File: src/design/cht_pkg.sv
// Shared types, constants and helpers of the chained hash table engine.
package cht_pkg;

	localparam int TABLE_ENTRIES = 512;
	localparam int MAX_BUCKETS   = 256;
	localparam int ADDR_W        = $clog2(TABLE_ENTRIES);
	localparam int LINK_W        = 10;
	localparam int BKT_W         = $clog2(MAX_BUCKETS);
	localparam int CNT_W         = $clog2(MAX_BUCKETS + 1);
	localparam int STEP_W        = $clog2(TABLE_ENTRIES + 1);
	localparam int KEY_W         = 32;
	localparam int VAL_W         = 32;

	localparam logic [LINK_W-1:0] LINK_END = '1;
	// x / 17 == (x * MAGIC) >> 36 for every 32-bit x
	localparam logic [KEY_W-1:0]  DIV17_MAGIC = 32'hF0F0F0F1;
	localparam int                DIV17_SHIFT = 36;

	typedef enum logic [1:0] {
		KIND_INSERT = 2'd0,
		KIND_REMOVE = 2'd1,
		KIND_LOOKUP = 2'd2,
		KIND_CLEAR  = 2'd3
	} kind_t;

	typedef enum logic [1:0] {
		ST_OK       = 2'd0,
		ST_NOT_FND  = 2'd1,
		ST_FULL     = 2'd2,
		ST_NULL_KEY = 2'd3
	} status_t;

	typedef enum logic [3:0] {
		CMD_NONE,
		CMD_ACCEPT,
		CMD_SWEEP,
		CMD_HASH,
		CMD_DIV,
		CMD_RD_HEAD,
		CMD_HEAD,
		CMD_WALK_RD,
		CMD_WALK_CHK,
		CMD_ALLOC_RD,
		CMD_ALLOC_WR,
		CMD_LINK_HEAD,
		CMD_RM_COPY,
		CMD_RM_FREE,
		CMD_RESP
	} cmd_t;

	typedef struct packed {
		kind_t in_kind;
		logic  in_key_zero;
		kind_t kind;
		logic  hash_done;
		logic  div_done;
		logic  head_empty;
		logic  head_match;
		logic  head_link_ok;
		logic  walk_end;
		logic  walk_match;
		logic  free_ok;
		logic  sweep_done;
		logic  out_free;
	} dp_stat_t;

	function automatic logic link_ok(input logic [LINK_W-1:0] p);
		return p < LINK_W'(TABLE_ENTRIES);
	endfunction

	function automatic logic [CNT_W-1:0] clamp_buckets(input logic [8:0] v);
		logic [CNT_W-1:0] r;
		if (v == 9'd0)
			r = CNT_W'(1);
		else if (32'(v) > MAX_BUCKETS)
			r = CNT_W'(MAX_BUCKETS);
		else
			r = CNT_W'(v);
		return r;
	endfunction

endpackage

File: src/design/cht_ctrl.sv
// Controller state machine that sequences the table datapath.
module cht_ctrl import cht_pkg::*; (
	input  logic     clk,
	input  logic     arst_n,
	input  logic     in_valid,
	output logic     in_ready,
	input  dp_stat_t stat,
	output cmd_t     cmd
);

	typedef enum logic [14:0] {
		S_INIT     = 15'b000000000000001,
		S_IDLE     = 15'b000000000000010,
		S_CLEAR    = 15'b000000000000100,
		S_HASH     = 15'b000000000001000,
		S_DIV      = 15'b000000000010000,
		S_RD_HEAD  = 15'b000000000100000,
		S_HEAD     = 15'b000000001000000,
		S_WALK_RD  = 15'b000000010000000,
		S_WALK_CHK = 15'b000000100000000,
		S_ALLOC_RD = 15'b000001000000000,
		S_ALLOC_WR = 15'b000010000000000,
		S_LINK_HD  = 15'b000100000000000,
		S_RM_COPY  = 15'b001000000000000,
		S_RM_FREE  = 15'b010000000000000,
		S_RESP     = 15'b100000000000000
	} state_t;

	state_t state_q, state_n;

	assign in_ready = (state_q == S_IDLE);

	always_comb begin
		state_n = state_q;
		cmd     = CMD_NONE;
		unique case (state_q)
			S_INIT: begin
				cmd = CMD_SWEEP;
				if (stat.sweep_done) state_n = S_IDLE;
			end
			S_IDLE: begin
				if (in_valid) begin
					cmd = CMD_ACCEPT;
					if (stat.in_kind == KIND_CLEAR) state_n = S_CLEAR;
					else if (stat.in_key_zero)      state_n = S_RESP;
					else                            state_n = S_HASH;
				end
			end
			S_CLEAR: begin
				cmd = CMD_SWEEP;
				if (stat.sweep_done) state_n = S_RESP;
			end
			S_HASH: begin
				cmd = CMD_HASH;
				if (stat.hash_done) state_n = S_DIV;
			end
			S_DIV: begin
				cmd = CMD_DIV;
				if (stat.div_done) state_n = S_RD_HEAD;
			end
			S_RD_HEAD: begin
				cmd     = CMD_RD_HEAD;
				state_n = S_HEAD;
			end
			S_HEAD: begin
				cmd = CMD_HEAD;
				priority if (stat.head_empty)
					state_n = S_RESP;
				else if (stat.head_match && stat.kind == KIND_REMOVE && stat.head_link_ok)
					state_n = S_RM_COPY;
				else if (stat.head_match)
					state_n = S_RESP;
				else
					state_n = S_WALK_RD;
			end
			S_WALK_RD: begin
				cmd = CMD_WALK_RD;
				priority if (!stat.walk_end)          state_n = S_WALK_CHK;
				else if (stat.kind == KIND_INSERT)    state_n = S_ALLOC_RD;
				else                                  state_n = S_RESP;
			end
			S_WALK_CHK: begin
				cmd = CMD_WALK_CHK;
				priority if (!stat.walk_match)        state_n = S_WALK_RD;
				else if (stat.kind == KIND_REMOVE)    state_n = S_RM_FREE;
				else                                  state_n = S_RESP;
			end
			S_ALLOC_RD: begin
				cmd     = CMD_ALLOC_RD;
				state_n = stat.free_ok ? S_ALLOC_WR : S_RESP;
			end
			S_ALLOC_WR: begin
				cmd     = CMD_ALLOC_WR;
				state_n = S_LINK_HD;
			end
			S_LINK_HD: begin
				cmd     = CMD_LINK_HEAD;
				state_n = S_RESP;
			end
			S_RM_COPY: begin
				cmd     = CMD_RM_COPY;
				state_n = S_RM_FREE;
			end
			S_RM_FREE: begin
				cmd     = CMD_RM_FREE;
				state_n = S_RESP;
			end
			S_RESP: begin
				if (stat.out_free) begin
					cmd     = CMD_RESP;
					state_n = S_IDLE;
				end
			end
			default: state_n = S_IDLE;
		endcase
	end

	always_ff @(posedge clk or negedge arst_n) begin
		if (!arst_n) begin
			state_q <= S_INIT;
		end else begin
			state_q <= state_n;
		end
	end

endmodule

File: config.mk
export PLATFORM = sky130hd
export DESIGN_NAME = cht_ctrl
export DESIGN_NICKNAME = d
export VERILOG_FILES = /design/src/design/cht_pkg.sv /design/src/design/cht_ctrl.sv
export SDC_FILE = /design/constraint.sdc
export NUM_CORES = 1
export LEC_CHECK = 0
export ABC_AREA = 0
export BUFFER_PORTS_ARGS = -buffer_cell sky130_fd_sc_hd__buf_2
export CORE_MARGIN = 5
export CORE_UTILIZATION = 57
export CTS_BUF_LIST = sky130_fd_sc_hd__clkbuf_4
export DETAILED_ROUTE_END_ITERATION = 7
export GPL_ROUTABILITY_DRIVEN = 0
export PLACE_DENSITY = 0.81
export SKIP_LAST_GASP = 1
export SLEW_MARGIN = 20
export SYNTH_ARGS = -nofsm -noshare
export SYNTH_HDL_FRONTEND = slang
export SYNTH_SLANG_ARGS = --single-unit
File: constraint.sdc
create_clock -name clk -period 2.55 [get_ports clk]
set_clock_uncertainty 0.05 [all_clocks]
set_input_delay 0.1275 -clock clk [delete_from_list [all_inputs] [get_ports clk]]
set_output_delay 0.1275 -clock clk [all_outputs]
set_load 0.03 [all_outputs]
=== Yosys cells after proc, flatten, opt, wreduce, memory -nomap -nowiden ===
Index checks and enable logic that the tools add are counted.

* Reduce and logical (&&, ||, !) cells: 6
* Multiplexer cells: 20
* Equal/unequal tests: 23

{| class="wikitable"
|+ Operators with widths
! cell !! number
|-
| two-way mux 15 bit || 16
|-
| case mux 15 bit (14 select lines) || 1
|-
| case mux 4 bit (14 select lines) || 1
|-
| == test 15 x 1 -> 1 bit (second input constant) || 1
|-
| == test 15 x 10 -> 1 bit (second input constant) || 1
|-
| == test 15 x 11 -> 1 bit (second input constant) || 1
|-
| == test 15 x 12 -> 1 bit (second input constant) || 1
|-
| == test 15 x 13 -> 1 bit (second input constant) || 1
|-
| == test 15 x 14 -> 1 bit (second input constant) || 1
|-
| == test 15 bit (second input constant) || 1
|-
| == test 15 x 2 -> 1 bit (second input constant) || 1
|-
| == test 15 x 3 -> 1 bit (second input constant) || 1
|-
| == test 15 x 4 -> 1 bit (second input constant) || 1
|-
| == test 15 x 5 -> 1 bit (second input constant) || 1
|-
| == test 15 x 6 -> 1 bit (second input constant) || 1
|-
| == test 15 x 7 -> 1 bit (second input constant) || 1
|-
| == test 15 x 8 -> 1 bit (second input constant) || 1
|-
| == test 15 x 9 -> 1 bit (second input constant) || 1
|-
| inequality test 2 bit (second input constant) || 6
|-
| AND reduction 6 bit || 1
|-
| two-way mux 4 bit || 1
|-
| OR reduction 2 bit || 2
|-
| == test 2 x 1 -> 1 bit (second input constant) || 1
|-
| == test 2 bit (second input constant) || 1
|-
| 3 further kinds || 4
|}

* Flip-flop bits (word level): 15
* Logic and storage cells: 50
* Output and inout port bits: 5
* Bits of input ports: 18

=== Depth between registers and ports, before layout ===
* Word-level depth: 6
* Depth in mapped cells: 7
* Mapped depth without buffers: 6

=== Worst setup path after synthesis ===
OpenSTA, ideal clock, no wires.

* Kind: register -> output
* Start point: register state_q[9]
* End point: output port cmd[0]
* Buffers on the path: 0
* Stages on the path, launching flop included: 7
* Data required time: 2.372 ns
* Arrival: 1.906 ns
* Slack: 0.467 ns
* Cell sequence: dfrtp_1 nor4_4 nand3_1 nand4bb_1 inv_1 nand2_1 nand4b_1

* Elaborated cells between the ends (all ways): 17
* Those cells by class: 15 x eq/ne; 1 x mux; 1 x reduce/logical

{| class="wikitable"
|+ RTL lines
! what !! RTL line !! source
|-
| from (decl) || cht_ctrl.sv:29 || <nowiki>state_t state_q, state_n;</nowiki>
|-
| from (signal assigned) || cht_ctrl.sv:122 || <nowiki>state_q <= state_n;</nowiki>
|-
| == test 15 x 2 -> 1 bit || n/a ||
|-
| via in_ready || cht_ctrl.sv:6 || <nowiki>output logic in_ready,</nowiki>
|-
| case mux 4 bit (14 select lines) || cht_ctrl.sv:36 || <nowiki>unique case (state_q)</nowiki>
|-
| to (decl) || cht_ctrl.sv:8 || <nowiki>output cmd_t cmd</nowiki>
|}

The timed path passes the listed nets, and every way through them passes these cells.

=== Worst setup path after layout ===
* Start point: register state_q[12]
* End point: output port cmd[0]

* Word-level cells in the longest chain between the ends: 3
* Elaborated cells between the ends (all ways): 17
* Those cells by class: 15 x eq/ne; 1 x mux; 1 x reduce/logical

{| class="wikitable"
|+ Ends and longest elaborated chain
! what !! RTL line
|-
| == test 15 x 3 -> 1 bit or == test 15 x 1 -> 1 bit (tied branches) || cht_ctrl.sv:36
|-
| OR reduction 2 bit (no line) || n/a
|-
| case mux 4 bit (14 select lines) * || cht_ctrl.sv:36
|}

Every way passes the cells marked *; elsewhere a longest branch is shown, timed or not.

==> qor.yml <==
fmax_mhz: 403
dr_wl_met3_um: 209
ff2ff_path_depth: 5
drtIter0Drc: 42
fin_crit_ps: 2480
hp-start: "stat[5]"
areaGrowthSynthToFinish_pct: 16.8
met2WireLength_um: 1610
io_buffers: 22
final.period_utilization: 0.973
postLayoutCoreUtil: 0.677
avgViaCountPerCell: 6.41
synthTopCellsByArea: "dfrtp_1 28%, nor4_4 8.5%, nor2_1 3.3%"
cts.sinks: 15
reg_top3: "state_q: 15 flops"
cts_tree: "built"
synth_edf_count: 0
multiInputGateArea_um2: 820
diodes: 0
criticalPathCategory: "reg2out"
h-tree-depth: 1
drt-wirelength-per-cell_um: 17.7
worstReg2RegEnd: "state_q[9]"
yosys.area.top_type: "dfrtp_1"
seq_area_frac_synth: 0.302
drt.antenna.violating_nets: 0
die-area_mm2: 0.00322
num_rows: 17
io_pins: 23
n_fill_cell: 178
ff_latch_area_um2: 378
insertion_delay_ps: 280
synth_flop_cell: "dfrtp_1"
drc: 0
critPathRequiredTime_ps: 2370
place_hpwl_um: 2470
synth_top_cell_area_share: 0.281
p_per_area_mw_per_mm2: 883
die_w_um: 56.8
grt_overflow_total: 0
antenna_found_initial: 0
irDropWorstVdd_mv: 0.796
grt_pass1_vias: 1149
hold_violations: 0
grt_usage: 0.212
cts_buffer_depth: 2
yosys.cell_types.count: 53
cts_made_buffers: 3
grt_max_degree: 16
cts_root_buf: "clkbuf_4"
ys_ff_latch: 15
finalWirelength_um: 3250
maxSlewViolCount: 0
outcome: "complete, no violations"
fp.dieH_um: 56.8
ys_async_sr_fraction: 1.00
crit_start: "state_q[12]"
regMostFlops: "state_q"
r2r_start: "state_q[12]"
slew_headroom: 0.623
clkTransAtPathRegs_ps: 90
synth_warnings: 0
p_leak_uw: 0.000641
initial_core_util: 0.580
fin_setup_tns_ps: 0
hold_path_depth: 3
grt_pass1_wl_um: 5360
drive_above_1_share: 0.329
holdPathEnd: "state_q[12]"
tightestPinTransition_ps: 557
drv_cap: 0
drt_first_pass_iters: 4
setup_viol: 0
cp-start-kind: "register"
arrival_ps: 2300
largest_register_ffs: 15
r2r_slack_ps: 140
nets: 174
highest_layer: "met4"
vias: 1173
synth_area_per_cell_um2: 9.81
coreArea_mm2: 0.00215
path_max_fanout: 8
synth_area_mm2: 0.00125
min_path_type: "in2reg"
syn-num-nets: 145
synthCells: 127
end_kind: "output pin"
rsz0062_at_grt: "false"
drt-met1-wl_um: 1340
[final cells by class]
class                           count  share of cell area
Clock buffer                        4              0.0206
Inverter                            4              0.0103
Sequential cell                    15               0.260
Timing Repair Buffer               29               0.122
Multi-Input combinational cell    103               0.563
Tap cell                           28              0.0241
[cells in the final DEF, fill, tap and decap left out, drive strengths merged, types with 2 or more instances in the layout]
cell type    count
nor3             8
a31oi            2
nor2            12
and2             2
a32o             2
dlygate4sd3      6
clkbuf           4
xnor2            3
and3             4
a21o             2
nand2            6
or4              4
buf             23
or3              2
o211ai           2
nor2b            5
nand2b           2
a21oi            3
dfrtp           14
o21ai            4
nand4b           2
o32a             2
o31ai            3
nor4             7
inv              4
nand3            4
nand4            3
nor4b            5
[metrics by stage]
step	power [uW]	instance area (um2)	instances	setup WS (ps)	hold WS, ps
after floorplan	972	1250	127	467	-218
final	1280	1460	183	68.8	38.7
after CTS	1280	1450	182	29.5	35.0
after global placement	1100	1350	172	368	1.00
after global routing	1350	1460	183	27.0	41.2
after detailed placement	1130	1350	172	344	2.49
[worst max path at each step]
stage | end | slack, ps | cells past startpoint
CTS | cmd[1] | 30 | 6
finish | cmd[0] | 70 | 6
global route | cmd[0] | 30 | 6
global placement | cmd[1] | 370 | 6
floorplan | cmd[0] | 470 | 6
detailed placement | cmd[1] | 340 | 6
[worst max-delay path, stage by stage (launching register included)]
cell      delay, ps
dfrtp_1         500
or3_2           600
nor2_2          220
and3_1          270
nor2_1          100
nand4b_1        120
buf_2           200
[layer usage]
metal | up-vias | track usage
li1 | 549 | -
met5 | - | 0
met4 | 0 | 0.0861
met1 | 558 | 0.268
met3 | 10 | 0.0276
met2 | 56 | 0.361
[repair_timing]
action	CTS	global route
gates resized for setup	1	1
hold endpoints to repair	19	0
setup buffers	0	1
hold buffers	6	0
pin swaps	0	1
setup endpoints to repair	1	2
[report_power, final]
part | switching [uW] | total [uW] | internal, uW | leakage, uW
combinational | 448 | 761 | 313 | 0.000423
sequential | 104 | 377 | 272 | 0.000200
clock | 75.7 | 147 | 71.3 | 0.0000184
total | 628 | 1280 | 657 | 0.000641
[synth_stat cells (all sizes together), types with 4 or more instances]
master,n
nand3,4
nor4b,5
and3,4
nor4,7
nor3,8
inv,4
nand2,6
or4,4
buf,5
o21ai,4
dfrtp,14
nor2,12
nor2b,5
[cells by family after synthesis]
group                     after synthesis  synth area share
AOI/OAI and AO/OA                      25             0.152
and+or+nand+nor                        72             0.454
DFF                                    15             0.302
muxes                                   2            0.0201
buffers and inverters                   9            0.0442
xor gates and xnor gates                4            0.0281
No activity file was read; power rests on OpenSTA's default activity.
